$ cat src/sv/sgt_pkg.sv
// Shared widths, codes and control types of the sequence gap tracker.
package sgt_pkg;

   localparam int unsigned GAP_SLOTS_DEFAULT = 16;

   localparam int unsigned PKT_LEN_W   = 12;
   localparam int unsigned SEQ_W       = 64;
   localparam int unsigned MSG_CNT_W   = 16;
   localparam int unsigned GAP_SIZE_W  = 16;
   localparam int unsigned VERDICT_W   = 3;
   localparam int unsigned OPEN_GAPS_W = 5;
   localparam int unsigned MISSING_W   = 20;
   localparam int unsigned COUNTER_W   = 32;

   localparam logic [PKT_LEN_W-1:0] MIN_HEADER_RESET = 12'd20;

   typedef enum logic [VERDICT_W-1:0] {
      VERDICT_IN_ORDER  = 3'd0,
      VERDICT_GAP       = 3'd1,
      VERDICT_RECOVERED = 3'd2,
      VERDICT_DUPLICATE = 3'd3,
      VERDICT_SHORT     = 3'd4
   } verdict_type;

   typedef enum logic [3:0] {
      ST_IDLE,
      ST_JUDGE,
      ST_FIND,
      ST_DIFF,
      ST_CHECK,
      ST_STORE,
      ST_STORE_WR,
      ST_SUM,
      ST_FINISH
   } state_type;

   typedef struct packed {
      logic rd_en;
      logic wr_first;
      logic wr_size;
      logic set_valid;
      logic clr_valid;
   } tbl_cmd_type;

endpackage

$ cat src/sv/sgt_req_if.sv
// Packet header channel of the sequence gap tracker.
interface sgt_req_if import sgt_pkg::*; ();
   logic                 valid;
   logic                 ready;
   logic [PKT_LEN_W-1:0] packet_length;
   logic [SEQ_W-1:0]     sequence_req;
   logic [MSG_CNT_W-1:0] message_count;

   modport source (output valid, output packet_length, output sequence_req,
                   output message_count, input ready);
   modport sink   (input valid, input packet_length, input sequence_req,
                   input message_count, output ready);
endinterface

$ cat src/sv/sgt_rsp_if.sv
// Result channel of the sequence gap tracker.
interface sgt_rsp_if import sgt_pkg::*; ();
   logic                   valid;
   logic                   ready;
   logic [VERDICT_W-1:0]   verdict;
   logic                   accepted;
   logic [SEQ_W-1:0]       expected_next;
   logic [OPEN_GAPS_W-1:0] open_gaps;
   logic [MISSING_W-1:0]   missing_total;
   logic [COUNTER_W-1:0]   gap_openings;
   logic [COUNTER_W-1:0]   duplicates;
   logic [COUNTER_W-1:0]   recovered_messages;
   logic [COUNTER_W-1:0]   packets_seen;
   logic                   table_overflow;

   modport source (output valid, output verdict, output accepted, output expected_next,
                   output open_gaps, output missing_total, output gap_openings,
                   output duplicates, output recovered_messages, output packets_seen,
                   output table_overflow, input ready);
   modport sink   (input valid, input verdict, input accepted, input expected_next,
                   input open_gaps, input missing_total, input gap_openings,
                   input duplicates, input recovered_messages, input packets_seen,
                   input table_overflow, output ready);
endinterface

$ cat src/sv/sgt_gap_table.sv
// Gap table: valid flags in flip-flops, gap starts and sizes in memories.
module sgt_gap_table import sgt_pkg::*; #(
   parameter int unsigned GAP_SLOTS = GAP_SLOTS_DEFAULT,
   localparam int unsigned SLOT_W = (GAP_SLOTS > 1) ? $clog2(GAP_SLOTS) : 1
) (
   input  logic                  clock,
   input  logic                  reset,
   input  tbl_cmd_type           cmd,
   input  logic [SLOT_W-1:0]     rd_addr,
   input  logic [SLOT_W-1:0]     wr_addr,
   input  logic [SEQ_W-1:0]      wr_first,
   input  logic [GAP_SIZE_W-1:0] wr_size,
   output logic                  rd_valid,
   output logic [SEQ_W-1:0]      rd_first,
   output logic [GAP_SIZE_W-1:0] rd_size
);

   logic [GAP_SLOTS-1:0]  valid_ff;
   logic [GAP_SLOTS-1:0]  valid_in;
   logic [SEQ_W-1:0]      gap_first_mem [GAP_SLOTS];
   logic [GAP_SIZE_W-1:0] gap_size_mem  [GAP_SLOTS];
   logic                  rd_valid_ff;
   logic [SEQ_W-1:0]      rd_first_ff;
   logic [GAP_SIZE_W-1:0] rd_size_ff;

   always_comb begin
      valid_in = valid_ff;
      if (cmd.set_valid) begin
         valid_in[wr_addr] = 1'b1;
      end
      if (cmd.clr_valid) begin
         valid_in[wr_addr] = 1'b0;
      end
   end

   always_ff @(posedge clock) begin
      if (reset) begin
         valid_ff <= '0;
      end else begin
         valid_ff <= valid_in;
      end
   end

   always_ff @(posedge clock) begin
      if (cmd.wr_first) begin
         gap_first_mem[wr_addr] <= wr_first;
      end
      if (cmd.wr_size) begin
         gap_size_mem[wr_addr] <= wr_size;
      end
      if (cmd.rd_en) begin
         rd_valid_ff <= valid_ff[rd_addr];
         rd_first_ff <= gap_first_mem[rd_addr];
         rd_size_ff  <= gap_size_mem[rd_addr];
      end
   end

   assign rd_valid = rd_valid_ff;
   assign rd_first = rd_first_ff;
   assign rd_size  = rd_size_ff;

endmodule

$ cat src/sv/sequence_gap_tracker.sv
// Top level of the packet sequence gap tracker.
//
//   channel   dir  handshake         content
//   req_ch    in   valid/ready       packet_length, sequence_req, message_count
//   rsp_ch    out  valid/ready       verdict, tracker snapshot, table_overflow
//   csr_*     in   csr_wr_en         min_header_bytes
//
// One header at a time; each pass over the gap table reads every slot through
// the table's single read port. Short or in-order packet: summing pass only;
// new gap: store pass, then sum; split recovery: find, store per part, then sum.
// Synchronous reset clears the table flags, counters and expected sequence.
// A result waits in the output register; the next header is taken meanwhile
// and its result waits until the register is free.
module sequence_gap_tracker import sgt_pkg::*; #(
   parameter int unsigned GAP_SLOTS = GAP_SLOTS_DEFAULT
) (
   input  logic                 clock,
   input  logic                 reset,
   input  logic                 csr_wr_en,
   input  logic [PKT_LEN_W-1:0] csr_wr_data,
   sgt_req_if.sink              req_ch,
   sgt_rsp_if.source            rsp_ch
);

   localparam int unsigned SLOT_W = (GAP_SLOTS > 1) ? $clog2(GAP_SLOTS) : 1;
   localparam int unsigned IDX_W  = $clog2(GAP_SLOTS + 1);
   localparam int unsigned SUM_W  = GAP_SIZE_W + IDX_W;
   localparam int unsigned NG_W   = (IDX_W > OPEN_GAPS_W) ? IDX_W : OPEN_GAPS_W;
   localparam int unsigned MS_W   = (SUM_W > MISSING_W) ? SUM_W : MISSING_W;

   state_type              state_ff, state_in;
   logic [PKT_LEN_W-1:0]   min_ff, min_in;
   logic [SEQ_W-1:0]       next_exp_ff, next_exp_in;
   logic [COUNTER_W-1:0]   gap_cnt_ff, gap_cnt_in;
   logic [COUNTER_W-1:0]   dup_cnt_ff, dup_cnt_in;
   logic [COUNTER_W-1:0]   rec_cnt_ff, rec_cnt_in;
   logic [COUNTER_W-1:0]   pkt_cnt_ff, pkt_cnt_in;
   logic [PKT_LEN_W-1:0]   len_ff, len_in;
   logic [SEQ_W-1:0]       seq_ff, seq_in;
   logic [MSG_CNT_W-1:0]   mcnt_ff, mcnt_in;
   verdict_type            verdict_ff, verdict_in;
   logic                   ovf_ff, ovf_in;
   logic [IDX_W-1:0]       idx_ff, idx_in;
   logic                   live_ff, live_in;
   logic [SLOT_W-1:0]      pidx_ff, pidx_in;
   logic                   best_ok_ff, best_ok_in;
   logic [SLOT_W-1:0]      best_idx_ff, best_idx_in;
   logic [SEQ_W-1:0]       best_first_ff, best_first_in;
   logic [GAP_SIZE_W-1:0]  best_size_ff, best_size_in;
   logic [GAP_SIZE_W-1:0]  off_ff, off_in;
   logic                   off_big_ff, off_big_in;
   logic [SEQ_W-1:0]       st_first_ff, st_first_in;
   logic [GAP_SIZE_W-1:0]  st_size_ff, st_size_in;
   logic [SEQ_W-1:0]       st2_first_ff, st2_first_in;
   logic [GAP_SIZE_W-1:0]  st2_size_ff, st2_size_in;
   logic                   st2_pend_ff, st2_pend_in;
   logic                   match_ok_ff, match_ok_in;
   logic [SLOT_W-1:0]      match_idx_ff, match_idx_in;
   logic                   free_ok_ff, free_ok_in;
   logic [SLOT_W-1:0]      free_idx_ff, free_idx_in;
   logic [IDX_W-1:0]       ngaps_ff, ngaps_in;
   logic [SUM_W-1:0]       sum_ff, sum_in;

   logic                   rsp_valid_ff, rsp_valid_in;
   verdict_type            o_verdict_ff, o_verdict_in;
   logic [SEQ_W-1:0]       o_exp_ff, o_exp_in;
   logic [OPEN_GAPS_W-1:0] o_open_ff, o_open_in;
   logic [MISSING_W-1:0]   o_miss_ff, o_miss_in;
   logic [COUNTER_W-1:0]   o_gap_ff, o_gap_in;
   logic [COUNTER_W-1:0]   o_dup_ff, o_dup_in;
   logic [COUNTER_W-1:0]   o_rec_ff, o_rec_in;
   logic [COUNTER_W-1:0]   o_pkt_ff, o_pkt_in;
   logic                   o_ovf_ff, o_ovf_in;

   tbl_cmd_type            tbl_cmd;
   logic [SLOT_W-1:0]      tbl_wr_addr;
   logic [SEQ_W-1:0]       tbl_wr_first;
   logic [GAP_SIZE_W-1:0]  tbl_wr_size;
   logic                   rd_valid;
   logic [SEQ_W-1:0]       rd_first;
   logic [GAP_SIZE_W-1:0]  rd_size;

   logic                   scan_issue;
   logic                   scan_last;
   logic                   take;
   logic                   is_short;
   logic                   seq_eq;
   logic                   seq_gt;
   logic [SEQ_W-1:0]       diff;
   logic [GAP_SIZE_W:0]    end_sum;
   logic                   hit;
   logic [NG_W-1:0]        ngaps_wide;
   logic [MS_W-1:0]        sum_wide;

   sgt_gap_table #(.GAP_SLOTS(GAP_SLOTS)) u_table (
      .clock    (clock),
      .reset    (reset),
      .cmd      (tbl_cmd),
      .rd_addr  (idx_ff[SLOT_W-1:0]),
      .wr_addr  (tbl_wr_addr),
      .wr_first (tbl_wr_first),
      .wr_size  (tbl_wr_size),
      .rd_valid (rd_valid),
      .rd_first (rd_first),
      .rd_size  (rd_size)
   );

   assign scan_issue = idx_ff < IDX_W'(GAP_SLOTS);
   assign scan_last  = (idx_ff == IDX_W'(GAP_SLOTS)) && live_ff;
   assign take       = req_ch.valid && req_ch.ready;
   assign is_short   = (len_ff == '0) || (len_ff < min_ff);
   assign seq_eq     = (next_exp_ff == '0) || (seq_ff == next_exp_ff);
   assign seq_gt     = seq_ff > next_exp_ff;
   assign diff       = seq_ff - best_first_ff;
   assign end_sum    = {1'b0, off_ff} + {1'b0, mcnt_ff};
   assign hit        = !off_big_ff && (end_sum <= {1'b0, best_size_ff});
   assign ngaps_wide = NG_W'(ngaps_ff);
   assign sum_wide   = MS_W'(sum_ff);

   always_comb begin
      state_in      = state_ff;
      min_in        = csr_wr_en ? csr_wr_data : min_ff;
      next_exp_in   = next_exp_ff;
      gap_cnt_in    = gap_cnt_ff;
      dup_cnt_in    = dup_cnt_ff;
      rec_cnt_in    = rec_cnt_ff;
      pkt_cnt_in    = pkt_cnt_ff;
      len_in        = len_ff;
      seq_in        = seq_ff;
      mcnt_in       = mcnt_ff;
      verdict_in    = verdict_ff;
      ovf_in        = ovf_ff;
      idx_in        = '0;
      live_in       = 1'b0;
      pidx_in       = idx_ff[SLOT_W-1:0];
      best_ok_in    = best_ok_ff;
      best_idx_in   = best_idx_ff;
      best_first_in = best_first_ff;
      best_size_in  = best_size_ff;
      off_in        = off_ff;
      off_big_in    = off_big_ff;
      st_first_in   = st_first_ff;
      st_size_in    = st_size_ff;
      st2_first_in  = st2_first_ff;
      st2_size_in   = st2_size_ff;
      st2_pend_in   = st2_pend_ff;
      match_ok_in   = 1'b0;
      match_idx_in  = match_idx_ff;
      free_ok_in    = 1'b0;
      free_idx_in   = free_idx_ff;
      ngaps_in      = ngaps_ff;
      sum_in        = sum_ff;
      rsp_valid_in  = rsp_valid_ff && !rsp_ch.ready;
      o_verdict_in  = o_verdict_ff;
      o_exp_in      = o_exp_ff;
      o_open_in     = o_open_ff;
      o_miss_in     = o_miss_ff;
      o_gap_in      = o_gap_ff;
      o_dup_in      = o_dup_ff;
      o_rec_in      = o_rec_ff;
      o_pkt_in      = o_pkt_ff;
      o_ovf_in      = o_ovf_ff;
      tbl_cmd       = '0;
      tbl_wr_addr   = best_idx_ff;
      tbl_wr_first  = st_first_ff;
      tbl_wr_size   = st_size_ff;

      if (state_ff == ST_FIND || state_ff == ST_STORE || state_ff == ST_SUM) begin
         idx_in        = idx_ff;
         live_in       = scan_issue;
         tbl_cmd.rd_en = scan_issue;
         if (scan_issue) begin
            idx_in = idx_ff + 1'b1;
         end
      end
      if (state_ff == ST_STORE || state_ff == ST_STORE_WR) begin
         match_ok_in = match_ok_ff;
         free_ok_in  = free_ok_ff;
      end

      case (state_ff)
         ST_IDLE: begin
            ngaps_in = '0;
            sum_in   = '0;
            if (take) begin
               len_in   = req_ch.packet_length;
               seq_in   = req_ch.sequence_req;
               mcnt_in  = req_ch.message_count;
               ovf_in   = 1'b0;
               state_in = ST_JUDGE;
            end
         end
         ST_JUDGE: begin
            best_ok_in = 1'b0;
            if (is_short) begin
               verdict_in = VERDICT_SHORT;
               state_in   = ST_SUM;
            end else begin
               pkt_cnt_in = pkt_cnt_ff + 1'b1;
               if (seq_eq) begin
                  next_exp_in = seq_ff + SEQ_W'(mcnt_ff);
                  verdict_in  = VERDICT_IN_ORDER;
                  state_in    = ST_SUM;
               end else if (seq_gt) begin
                  gap_cnt_in  = gap_cnt_ff + 1'b1;
                  st_first_in = next_exp_ff;
                  st_size_in  = seq_ff[GAP_SIZE_W-1:0] - next_exp_ff[GAP_SIZE_W-1:0];
                  st2_pend_in = 1'b0;
                  next_exp_in = seq_ff + SEQ_W'(mcnt_ff);
                  verdict_in  = VERDICT_GAP;
                  state_in    = ST_STORE;
               end else begin
                  state_in = ST_FIND;
               end
            end
         end
         ST_FIND: begin
            if (live_ff && rd_valid && (rd_first <= seq_ff) &&
                (!best_ok_ff || (rd_first > best_first_ff))) begin
               best_ok_in    = 1'b1;
               best_idx_in   = pidx_ff;
               best_first_in = rd_first;
               best_size_in  = rd_size;
            end
            if (scan_last) begin
               state_in = ST_DIFF;
            end
         end
         ST_DIFF: begin
            off_in     = diff[GAP_SIZE_W-1:0];
            off_big_in = |diff[SEQ_W-1:GAP_SIZE_W];
            if (best_ok_ff) begin
               state_in = ST_CHECK;
            end else begin
               dup_cnt_in = dup_cnt_ff + 1'b1;
               verdict_in = VERDICT_DUPLICATE;
               state_in   = ST_SUM;
            end
         end
         ST_CHECK: begin
            if (!hit) begin
               dup_cnt_in = dup_cnt_ff + 1'b1;
               verdict_in = VERDICT_DUPLICATE;
               state_in   = ST_SUM;
            end else begin
               rec_cnt_in = rec_cnt_ff + COUNTER_W'(mcnt_ff);
               verdict_in = VERDICT_RECOVERED;
               st2_pend_in = 1'b0;
               if (off_ff == '0 && mcnt_ff == best_size_ff) begin
                  tbl_cmd.clr_valid = 1'b1;
                  state_in          = ST_SUM;
               end else if (off_ff == '0) begin
                  tbl_cmd.clr_valid = 1'b1;
                  st_first_in       = seq_ff + SEQ_W'(mcnt_ff);
                  st_size_in        = best_size_ff - mcnt_ff;
                  state_in          = ST_STORE;
               end else if (end_sum[GAP_SIZE_W-1:0] == best_size_ff) begin
                  tbl_cmd.wr_size = 1'b1;
                  tbl_wr_size     = off_ff;
                  state_in        = ST_SUM;
               end else begin
                  tbl_cmd.clr_valid = 1'b1;
                  st_first_in       = best_first_ff;
                  st_size_in        = off_ff;
                  st2_first_in      = seq_ff + SEQ_W'(mcnt_ff);
                  st2_size_in       = best_size_ff - end_sum[GAP_SIZE_W-1:0];
                  st2_pend_in       = 1'b1;
                  state_in          = ST_STORE;
               end
            end
         end
         ST_STORE: begin
            if (live_ff) begin
               if (rd_valid && (rd_first == st_first_ff) && !match_ok_ff) begin
                  match_ok_in  = 1'b1;
                  match_idx_in = pidx_ff;
               end
               if (!rd_valid && !free_ok_ff) begin
                  free_ok_in  = 1'b1;
                  free_idx_in = pidx_ff;
               end
            end
            if (scan_last) begin
               state_in = ST_STORE_WR;
            end
         end
         ST_STORE_WR: begin
            if (match_ok_ff) begin
               tbl_cmd.wr_size = 1'b1;
               tbl_wr_addr     = match_idx_ff;
            end else if (free_ok_ff) begin
               tbl_cmd.wr_size   = 1'b1;
               tbl_cmd.wr_first  = 1'b1;
               tbl_cmd.set_valid = 1'b1;
               tbl_wr_addr       = free_idx_ff;
            end else begin
               ovf_in = 1'b1;
            end
            match_ok_in = 1'b0;
            free_ok_in  = 1'b0;
            if (st2_pend_ff) begin
               st_first_in = st2_first_ff;
               st_size_in  = st2_size_ff;
               st2_pend_in = 1'b0;
               state_in    = ST_STORE;
            end else begin
               state_in = ST_SUM;
            end
         end
         ST_SUM: begin
            if (live_ff && rd_valid) begin
               ngaps_in = ngaps_ff + 1'b1;
               sum_in   = sum_ff + SUM_W'(rd_size);
            end
            if (scan_last) begin
               state_in = ST_FINISH;
            end
         end
         ST_FINISH: begin
            if (!rsp_valid_ff || rsp_ch.ready) begin
               rsp_valid_in = 1'b1;
               o_verdict_in = verdict_ff;
               o_exp_in     = next_exp_ff;
               o_open_in    = (ngaps_wide > NG_W'(31)) ? OPEN_GAPS_W'(31)
                                                       : ngaps_wide[OPEN_GAPS_W-1:0];
               o_miss_in    = (sum_wide > MS_W'(20'hFFFFF)) ? 20'hFFFFF
                                                            : sum_wide[MISSING_W-1:0];
               o_gap_in     = gap_cnt_ff;
               o_dup_in     = dup_cnt_ff;
               o_rec_in     = rec_cnt_ff;
               o_pkt_in     = pkt_cnt_ff;
               o_ovf_in     = ovf_ff;
               state_in     = ST_IDLE;
            end
         end
         default: begin
            state_in = ST_IDLE;
         end
      endcase
   end

   always_ff @(posedge clock) begin
      if (reset) begin
         state_ff     <= ST_IDLE;
         min_ff       <= MIN_HEADER_RESET;
         next_exp_ff  <= '0;
         gap_cnt_ff   <= '0;
         dup_cnt_ff   <= '0;
         rec_cnt_ff   <= '0;
         pkt_cnt_ff   <= '0;
         idx_ff       <= '0;
         live_ff      <= 1'b0;
         match_ok_ff  <= 1'b0;
         free_ok_ff   <= 1'b0;
         best_ok_ff   <= 1'b0;
         st2_pend_ff  <= 1'b0;
         rsp_valid_ff <= 1'b0;
      end else begin
         state_ff     <= state_in;
         min_ff       <= min_in;
         next_exp_ff  <= next_exp_in;
         gap_cnt_ff   <= gap_cnt_in;
         dup_cnt_ff   <= dup_cnt_in;
         rec_cnt_ff   <= rec_cnt_in;
         pkt_cnt_ff   <= pkt_cnt_in;
         idx_ff       <= idx_in;
         live_ff      <= live_in;
         match_ok_ff  <= match_ok_in;
         free_ok_ff   <= free_ok_in;
         best_ok_ff   <= best_ok_in;
         st2_pend_ff  <= st2_pend_in;
         rsp_valid_ff <= rsp_valid_in;
      end
   end

   always_ff @(posedge clock) begin
      len_ff        <= len_in;
      seq_ff        <= seq_in;
      mcnt_ff       <= mcnt_in;
      verdict_ff    <= verdict_in;
      ovf_ff        <= ovf_in;
      pidx_ff       <= pidx_in;
      best_idx_ff   <= best_idx_in;
      best_first_ff <= best_first_in;
      best_size_ff  <= best_size_in;
      off_ff        <= off_in;
      off_big_ff    <= off_big_in;
      st_first_ff   <= st_first_in;
      st_size_ff    <= st_size_in;
      st2_first_ff  <= st2_first_in;
      st2_size_ff   <= st2_size_in;
      match_idx_ff  <= match_idx_in;
      free_idx_ff   <= free_idx_in;
      ngaps_ff      <= ngaps_in;
      sum_ff        <= sum_in;
      o_verdict_ff  <= o_verdict_in;
      o_exp_ff      <= o_exp_in;
      o_open_ff     <= o_open_in;
      o_miss_ff     <= o_miss_in;
      o_gap_ff      <= o_gap_in;
      o_dup_ff      <= o_dup_in;
      o_rec_ff      <= o_rec_in;
      o_pkt_ff      <= o_pkt_in;
      o_ovf_ff      <= o_ovf_in;
   end

   assign req_ch.ready              = (state_ff == ST_IDLE);
   assign rsp_ch.valid              = rsp_valid_ff;
   assign rsp_ch.verdict            = o_verdict_ff;
   assign rsp_ch.accepted           = (o_verdict_ff == VERDICT_IN_ORDER) ||
                                      (o_verdict_ff == VERDICT_GAP) ||
                                      (o_verdict_ff == VERDICT_RECOVERED);
   assign rsp_ch.expected_next      = o_exp_ff;
   assign rsp_ch.open_gaps          = o_open_ff;
   assign rsp_ch.missing_total      = o_miss_ff;
   assign rsp_ch.gap_openings       = o_gap_ff;
   assign rsp_ch.duplicates         = o_dup_ff;
   assign rsp_ch.recovered_messages = o_rec_ff;
   assign rsp_ch.packets_seen       = o_pkt_ff;
   assign rsp_ch.table_overflow     = o_ovf_ff;

   assert property (@(posedge clock) disable iff (reset)
      rsp_valid_ff && o_ovf_ff |->
         (o_verdict_ff == VERDICT_GAP) || (o_verdict_ff == VERDICT_RECOVERED))
      else $error("table overflow reported without a gap store");

   assert property (@(posedge clock) disable iff (reset)
      idx_ff <= IDX_W'(GAP_SLOTS))
      else $error("table scan index ran past the last slot");

   assert property (@(posedge clock) disable iff (reset)
      (state_ff == ST_JUDGE) && !is_short |=> pkt_cnt_ff == $past(pkt_cnt_ff) + 1'b1)
      else $error("full header not counted");

   assert property (@(posedge clock) disable iff (reset)
      (state_ff == ST_FINISH) && (!rsp_valid_ff || rsp_ch.ready) |=>
         rsp_valid_ff && (state_ff == ST_IDLE))
      else $error("finished result not loaded into the output register");

endmodule
$ cat src/flat_wrapper.sv
// flat-port wrapper written by rule: the top's interface ports become plain ports
module sequence_gap_tracker_flat import sgt_pkg::*;
#(
   parameter int unsigned GAP_SLOTS = GAP_SLOTS_DEFAULT
)
  (clock, reset, csr_wr_en, csr_wr_data, req_ch_valid, req_ch_packet_length, req_ch_sequence_req, req_ch_message_count, req_ch_ready, rsp_ch_valid, rsp_ch_verdict, rsp_ch_accepted, rsp_ch_expected_next, rsp_ch_open_gaps, rsp_ch_missing_total, rsp_ch_gap_openings, rsp_ch_duplicates, rsp_ch_recovered_messages, rsp_ch_packets_seen, rsp_ch_table_overflow, rsp_ch_ready);
  sgt_req_if req_ch_i ();
  sgt_rsp_if rsp_ch_i ();
  input  logic clock;
  input  logic reset;
  input  logic csr_wr_en;
  input  logic [PKT_LEN_W-1:0] csr_wr_data;
  input wire logic [$bits(req_ch_i.valid)-1:0] req_ch_valid;
  input wire logic [$bits(req_ch_i.packet_length)-1:0] req_ch_packet_length;
  input wire logic [$bits(req_ch_i.sequence_req)-1:0] req_ch_sequence_req;
  input wire logic [$bits(req_ch_i.message_count)-1:0] req_ch_message_count;
  output wire logic [$bits(req_ch_i.ready)-1:0] req_ch_ready;
  output wire logic [$bits(rsp_ch_i.valid)-1:0] rsp_ch_valid;
  output wire logic [$bits(rsp_ch_i.verdict)-1:0] rsp_ch_verdict;
  output wire logic [$bits(rsp_ch_i.accepted)-1:0] rsp_ch_accepted;
  output wire logic [$bits(rsp_ch_i.expected_next)-1:0] rsp_ch_expected_next;
  output wire logic [$bits(rsp_ch_i.open_gaps)-1:0] rsp_ch_open_gaps;
  output wire logic [$bits(rsp_ch_i.missing_total)-1:0] rsp_ch_missing_total;
  output wire logic [$bits(rsp_ch_i.gap_openings)-1:0] rsp_ch_gap_openings;
  output wire logic [$bits(rsp_ch_i.duplicates)-1:0] rsp_ch_duplicates;
  output wire logic [$bits(rsp_ch_i.recovered_messages)-1:0] rsp_ch_recovered_messages;
  output wire logic [$bits(rsp_ch_i.packets_seen)-1:0] rsp_ch_packets_seen;
  output wire logic [$bits(rsp_ch_i.table_overflow)-1:0] rsp_ch_table_overflow;
  input wire logic [$bits(rsp_ch_i.ready)-1:0] rsp_ch_ready;
  assign req_ch_i.valid = req_ch_valid;
  assign req_ch_i.packet_length = req_ch_packet_length;
  assign req_ch_i.sequence_req = req_ch_sequence_req;
  assign req_ch_i.message_count = req_ch_message_count;
  assign req_ch_ready = req_ch_i.ready;
  assign rsp_ch_valid = rsp_ch_i.valid;
  assign rsp_ch_verdict = rsp_ch_i.verdict;
  assign rsp_ch_accepted = rsp_ch_i.accepted;
  assign rsp_ch_expected_next = rsp_ch_i.expected_next;
  assign rsp_ch_open_gaps = rsp_ch_i.open_gaps;
  assign rsp_ch_missing_total = rsp_ch_i.missing_total;
  assign rsp_ch_gap_openings = rsp_ch_i.gap_openings;
  assign rsp_ch_duplicates = rsp_ch_i.duplicates;
  assign rsp_ch_recovered_messages = rsp_ch_i.recovered_messages;
  assign rsp_ch_packets_seen = rsp_ch_i.packets_seen;
  assign rsp_ch_table_overflow = rsp_ch_i.table_overflow;
  assign rsp_ch_i.ready = rsp_ch_ready;
  sequence_gap_tracker #(.GAP_SLOTS(GAP_SLOTS)) u_core (.clock(clock), .reset(reset), .csr_wr_en(csr_wr_en), .csr_wr_data(csr_wr_data), .req_ch(req_ch_i), .rsp_ch(rsp_ch_i));
endmodule
$ cat config.mk
export PLATFORM = sky130hd
export DESIGN_NAME = sequence_gap_tracker_flat
export DESIGN_NICKNAME = d
export VERILOG_FILES = /design/src/sv/sgt_pkg.sv /design/src/sv/sgt_req_if.sv /design/src/sv/sgt_rsp_if.sv /design/src/sv/sgt_gap_table.sv /design/src/sv/sequence_gap_tracker.sv /design/src/flat_wrapper.sv
export SDC_FILE = /design/constraint.sdc
export NUM_CORES = 2
export LEC_CHECK = 0
export BUFFER_PORTS_ARGS = -buffer_cell sky130_fd_sc_hd__buf_2
export CORE_ASPECT_RATIO = 0.7
export CORE_MARGIN = 1.5
export CORE_UTILIZATION = 58
export CTS_CLUSTER_DIAMETER = 120
export CTS_CLUSTER_SIZE = 12
export DETAILED_ROUTE_END_ITERATION = 12
export GPL_TIMING_DRIVEN = 0
export PLACE_DENSITY = 0.75
export RECOVER_POWER = 25
export SLEW_MARGIN = 10
export SYNTH_ARGS = -nofsm -noshare
export SYNTH_HDL_FRONTEND = slang
export SYNTH_SLANG_ARGS = --single-unit
$ cat constraint.sdc
create_clock -name clock -period 13.83 [get_ports clock]
set_clock_uncertainty 0.15 [all_clocks]
set_input_delay 0.6915 -clock clock [delete_from_list [all_inputs] [get_ports clock]]
set_output_delay 0.6915 -clock clock [all_outputs]
set_load 0.01 [all_outputs]
# After elaboration in Yosys (flattened, before gate mapping)
# Memories as Yosys holds them, arrays and structs flattened. A register that Yosys moved wholly into a read port is not among the register bits.
# Index checks and enable logic that the tools add are counted.
op_classes:
  add_sub_neg: 13
  eq_ne: 34
  n_bitwise: 9
  mux: 106
  n_lt_le_gt_ge: 11
  n_reduce_logical: 60
op_table:
  columns: ["operator", "n"]
  rows:
  - ["$mux 64", 10]
  - ["$mux 16", 15]
  - ["$pmux 64 s3", 1]
  - ["$eq 64x64->1", 2]
  - ["$gt 64x64->1", 2]
  - ["$add 32x1->32 const B", 3]
  - ["$add 64x16->64", 1]
  - ["$le 64x64->1", 1]
  - ["$logic_not 64->1", 1]
  - ["$mux 32", 2]
  - ["$pmux 32 s2", 1]
  - ["$sub 64x64->64", 1]
  - ["$mux 4", 12]
  - ["$pmux 16 s3", 1]
  - ["$reduce_or 48->1", 1]
  - ["$sub 16x16->16", 3]
  - ["$pmux 21 s2", 1]
  - ["$mux 1", 40]
  - ["$pmux 4 s9", 1]
  - ["$add 32x16->32", 1]
  - ["$eq 16x16->1", 2]
  - ["$add 21x16->21", 1]
  - ["$gt 21x20->1 const B", 1]
  - ["$mux 21", 1]
  - ["47 further kinds", 128]
totals:
  mem_count: 2
  input_bits: 109
  ram_bits: 1280
  register_bits: 852
  word_cells: 279
  output_inout_bits: 224
memory_table:
  columns: ["name", "depth", "width", "rd", "rd_clocked_by_memory_dff", "write_ports", "line", "rtl"]
  rows:
  - ["u_core.u_table.gap_first_mem", 16, 64, 1, 1, 1, "sgt_gap_table.sv:20", "logic [SEQ_W-1:0] gap_first_mem [GAP_SLOTS];"]
  - ["u_core.u_table.gap_size_mem", 16, 16, 1, 1, 1, "sgt_gap_table.sv:21", "logic [GAP_SIZE_W-1:0] gap_size_mem [GAP_SLOTS];"]

# Logic depth before layout (Yosys ltp)
depth:
  ltp_word: 11
  depth_mapped: 28
  depth_no_buf: 27

# Hierarchy
# Synthesis repeated with hierarchy kept, for this count alone.
hier_totals:
  cells_unflattened: 6429
  area_unflattened_um2: 96642.7
modules_own_cells:
  columns: ["mod", "n_inst", "seq_area_each_um2", "cells_per_inst", "area_each_um2"]
  rows:
  - ["sgt_gap_table", 1, 41189.5, 2147, 51294.2]
  - ["sequence_gap_tracker", 1, 22841.9, 4282, 45348.5]

# Worst setup path before layout
# OpenSTA, ideal clock, no wires.
synth_path:
  kind: "register to register"
  startpoint: "register u_core.mcnt_ff[1]"
  endpoint: "register u_core.st2_first_ff[0] (enable)"
  setup_slack_ns: 1.297
  t_required_ns: 12.960
  arrival_ns: 11.663
  period_less_slack_ns: 12.533
  path_stages_with_launch: 22
  setup_time_ns: 0.720
  n_path_buf: 0
  cell_sequence: "edfxtp_1 -> ha_1 -> a21o_1 -> a21oi_1 -> inv_1 -> a21oi_1 -> nor2_1 -> nor2_1 -> o21bai_1 -> a21oi_1 -> o21ai_0 -> o41ai_1 -> o21bai_1 -> a21oi_1 -> xnor2_1 -> ha_1 -> nand4_1 -> nor4_1 -> nor2_1 -> o21ai_0 -> o311ai_0 -> nor4_1"
synth_via:
  elab_chain_cells: 4
  elab_cells_between_ends: 9
  cone_classes: "add/sub: 1; order compare: 1; eq/ne: 2; bitwise: 2; reduce/logical: 3"
synth_rtl:
  columns: ["element", "line", "rtl"]
  rows:
  - ["start: declaration", "sequence_gap_tracker.sv:40", "logic [MSG_CNT_W-1:0] mcnt_ff, mcnt_in;"]
  - ["start signal: assignment", "sequence_gap_tracker.sv:379", "mcnt_ff <= mcnt_in;"]
  - ["$add 16x16->17 or $eq 16x16->1 (tied branches)", "sequence_gap_tracker.sv:115, sequence_gap_tracker.sv:249", null]
  - ["$le 17x16->1, or another cell as far along", "sequence_gap_tracker.sv:116", "assign hit = !off_big_ff && (end_sum <= {1'b0, best_size_ff});"]
  - ["$logic_and 1x1->1 or $not 1->1 (tied branches)", null, null]
  - ["$reduce_and 5->1 (no line) *", null, null]
  - ["end signal: assignment", "sequence_gap_tracker.sv:390", "st2_first_ff <= st2_first_in;"]
  - ["end: declaration", "sequence_gap_tracker.sv:54", "logic [SEQ_W-1:0] st2_first_ff, st2_first_in;"]
# Mark *: on every way between the ends. The rest lies on a longest branch, timed or not.
# A chain may end at the register's enable or synchronous reset.

# Worst setup path in the final report
layout_path:
  startpoint: "register u_core.mcnt_ff[1]"
  endpoint: "memory u_core.u_table.gap_size_mem[10][3] (enable)"
layout_via:
  elab_chain_cells: 9
  elab_cells_between_ends: 13
  cone_classes: "add/sub: 1; order compare: 1; eq/ne: 2; mux: 7; reduce/logical: 2"
layout_rtl:
  columns: ["element", "line", "rtl"]
  rows:
  - ["parallel branches: the longest is 5 deep, another holds $add 16x16->17", null, null]
  - ["$mux 1 *", "sequence_gap_tracker.sv:241", "if (!hit) begin"]
  - ["$pmux 1 s2 *", "sequence_gap_tracker.sv:181", "case (state_ff)"]
  - ["$mux 1 *", "sgt_gap_table.sv:48", "if (cmd.wr_size) begin"]
  - ["$mux 1 (not written as such) *", "sgt_gap_table.sv:49", "gap_size_mem[wr_addr] <= wr_size;"]
  - ["end: declaration", "sgt_gap_table.sv:21", null]
# Every way passes the cells marked *.

==> results.cfg <==
[run_status]
violations = design-rule violations
status = complete, but fails checks

[drt]
dr.pass1.iters = 12
vias = 62700
post-route-drc-count = 2
wire_per_inst_microns = 32.5
postRouteWirelength_microns = 305000
first_iter_violations = 10500
ant_nets = 0
viasPerCell = 6.68

[grt]
grt_max_degree = 49
antenna_found_initial = 12
first_global_vias = 59500
grt_pass1_wl_microns = 429000
grt_use_total = 0.357
gr-total-overflow = 0

[yosys]
async_flop_share = 0
synth_edf_count = 1973
ys_seq_elements = 2212
synthTopCellsByArea = edfxtp_1, mux4_2, dfxtp_1
synth_xor_area_frac = 0.0287
ys_warn_count = 0
synth-adder-area-share = 0.0512
synth.most_common_cell = edfxtp_1
synth-seq-area-share = 0.663
syn_avg_cell_area_sq_um = 15.5
synth_mux_area_frac = 0.105
yosysUniqueCellTypes = 98
synthSimpleGateAreaFrac = 0.0671
syn_nets = 6736
yosys.area.top_type_share = 0.614
synth_top_family_by_area = multiplexers
yosys_most_used_dff = edfxtp_1
synth-compound-area-share = 0.0609
syn_inst = 6237
ys_top_cells_by_count = edfxtp_1, mux4_2, ha_1
synth_top_cell_by_area = edfxtp_1
syn-cell-area_sq_um = 96600

[critical_path]
cp_max_fo = 10
cp.arrival_ns = 10.02
startpoint_type = flip-flop
critPathRequiredTime_ns = 14.21
crit_slowest_cell = nor4_1
path_class = reg -> reg
crit_top_cell = a21oi_1
cpPeakStageDelay_ns = 1.02
worstSetupEndpointType = flip-flop

[floorplanning]
die_area_sq_um = 169000
initial_core_util = 0.583
dieHeight_microns = 344
core_sq_um = 166000
die_x_microns = 491
ioPinCount = 333
fp-row-count = 125

[layout]
fillers = 11000
reg_top3 = u_core.u_table.gap_first_mem (1024), u_core.u_table.gap_size_mem (256)
nets = 7504
largest_reg_flops = 1024
syn_to_final_growth_pct = 14.3
largest_register = u_core.u_table.gap_first_mem
drive_gt1_frac = 0.167
stdcell_area_sq_um = 110000

[pwr]
ir_worst_vdd_mv = 0.119
p_leak_nw = 37.7
switching_share = 0.327
seqPwrFrac = 0.490
p_switching_w = 0.00612
total_power_w = 0.0187
pwr-share-comb = 0.227
clockPowerShare = 0.283
power_density_nw_per_um2 = 169
internal-power_w = 0.0126

[clocking]
cts-resized-gates = 0
cts_tree = done
clkSinkCount = 2212
cts-root-buf = clkbuf_16
cts_buffers = 202
post-cts-setup-buffers = 0
clock_path_buffers = 3
cts.clk_slew.worst_paths_ns = 0.07
insertion_delay_ns = 0.88
htreeDepth = 4

[timing]
tightest_slew_ns = 1.45
fmax_ghz = 0.104
min_period_ns = 9.64
final-setup-viol-count = 0
slew_viol_final = 0
post-route-period-util = 0.697
slew-limit-headroom = 0.0277
finalHoldViolations = 0
rsz0062_at_grt = no

[placement]
gp_congestion = 0.999
hpwl_microns = 216000
port_buffers = 331
postPlaceCellArea_sq_um = 103000

[job]
max_cap_viol_count = 0

[worst_hold_path]
hold_path_class = in -> reg
==> final cells by class <==
type                            instances  area, sq um  area share
Antenna cell                            4         10.0   0.0000907
Buffer                                232          930     0.00842
Clock buffer                          344         5590      0.0506
Clock inverter                         16          388     0.00351
Inverter                              382         1440      0.0130
Multi-Input combinational cell       3411        30500       0.276
Sequential cell                      2212        64000       0.580
Tap cell                             2222         2780      0.0252
Timing Repair Buffer                  564         4760      0.0432
==> placed cells by master, fill, tap and decap left out, types with 26 or more instances in the layout <==
master | Yosys | final
clkbuf_1 | 182 | 337
xor2_1 | 123 | 123
o21a_1 | 31 | 31
a211oi_1 | 51 | 50
mux4_2 | 405 | 405
nand3_1 | 129 | 129
mux2i_1 | 78 | 78
a21oi_1 | 253 | 253
or2_2 | 31 | 31
buf_16 | 0 | 27
nor4_1 | 75 | 72
buf_2 | 3 | 315
nand4_1 | 111 | 111
nand2b_1 | 49 | 49
ha_1 | 382 | 382
o21bai_1 | 27 | 26
edfxtp_1 | 1973 | 1973
nor2_1 | 380 | 363
inv_1 | 380 | 380
o21ai_0 | 156 | 156
or3_1 | 41 | 41
a21o_1 | 133 | 133
buf_1 | 42 | 35
nor2b_1 | 54 | 53
dlygate4sd3_1 | 0 | 105
and3_1 | 37 | 37
xnor2_1 | 193 | 193
nand2_1 | 265 | 265
o221ai_1 | 26 | 26
nor3_1 | 81 | 63
a222oi_1 | 42 | 42
clkbuf_16 | 0 | 202
buf_12 | 0 | 38
dfxtp_1 | 239 | 239
buf_4 | 0 | 36
==> final timing paths <==
| check | slack (ns) | cells after the start | startpoint | end |
|---|---|---|---|---|
| max | 4.19 | 26 | u_core.mcnt_ff[1] | u_core.u_table.gap_size_mem[10][3] |
| min reg2reg | 0.22 | 0 | u_core.idx_ff[2] | u_core.pidx_ff[2] |
| min | 0.07 | 3 | rsp_ch_ready | u_core.rsp_ch.valid |
| max reg2reg | 4.19 | 26 | u_core.mcnt_ff[1] | u_core.u_table.gap_size_mem[10][3] |
==> routing by layer <==
metal  vias up  GRT usage  share of wire
li1      25800          -              -
met1     31300      0.507           0.38
met2      4880      0.520           0.43
met3       719      0.114           0.15
met4        12      0.135          0.043
met5         -          0        0.00024
==> critical path, delay by kind of cell, from the launching register on <==
| family | cells | cell delay (ns) |
|---|---|---|
| compound gates | 12 | 3.33 |
| buf+inv | 3 | 0.85 |
| simple gates | 8 | 3.46 |
| xor+xnor | 1 | 0.13 |
| fa+ha+maj | 2 | 0.75 |
| flops | 1 | 0.60 |
==> kinds of logic (layout without fill, tap and decap cells) <==
group | after synthesis | after routing
compound gates | 884 | 884
xor+xnor | 316 | 316
fa+ha+maj | 390 | 390
buf+inv | 614 | 1538
flops | 2212 | 2212
mux | 502 | 502
other cells | 0 | 4
simple gates | 1319 | 1319
==> repair_timing <==
item,in CTS,in global routing
hold endpoints to repair,106,0
hold buffers,105,0
endpoints found under the setup margin,0,0
==> through the flow <==
stage	utilization	worst slack [ns]	TNS, ns	hold WS (ns)	instances
2_1_floorplan	-	1.30	0	0.179	6237
3_3_place_gp	0.610	-7.11	-1289.35	0.193	8790
3_5_place_dp	0.624	4.72	0	0.212	8917
4_1_cts	0.666	4.56	0	0.0220	9382
5_1_grt	0.666	3.78	0	0.0498	9383
6_report	0.667	4.19	0	0.0665	9387
==> power groups by stage <==
stage / logic, W / clock network, W / registers, W
2_1_floorplan: 0.00266 / 0 / 0.00877
3_3_place_gp: 0.00385 / 0 / 0.00928
3_5_place_dp: 0.00403 / 0 / 0.00922
4_1_cts: 0.00410 / 0.00531 / 0.00910
5_1_grt: 0.00450 / 0.00557 / 0.00917
6_report: 0.00424 / 0.00529 / 0.00917
No activity file was read; power rests on OpenSTA's default activity.
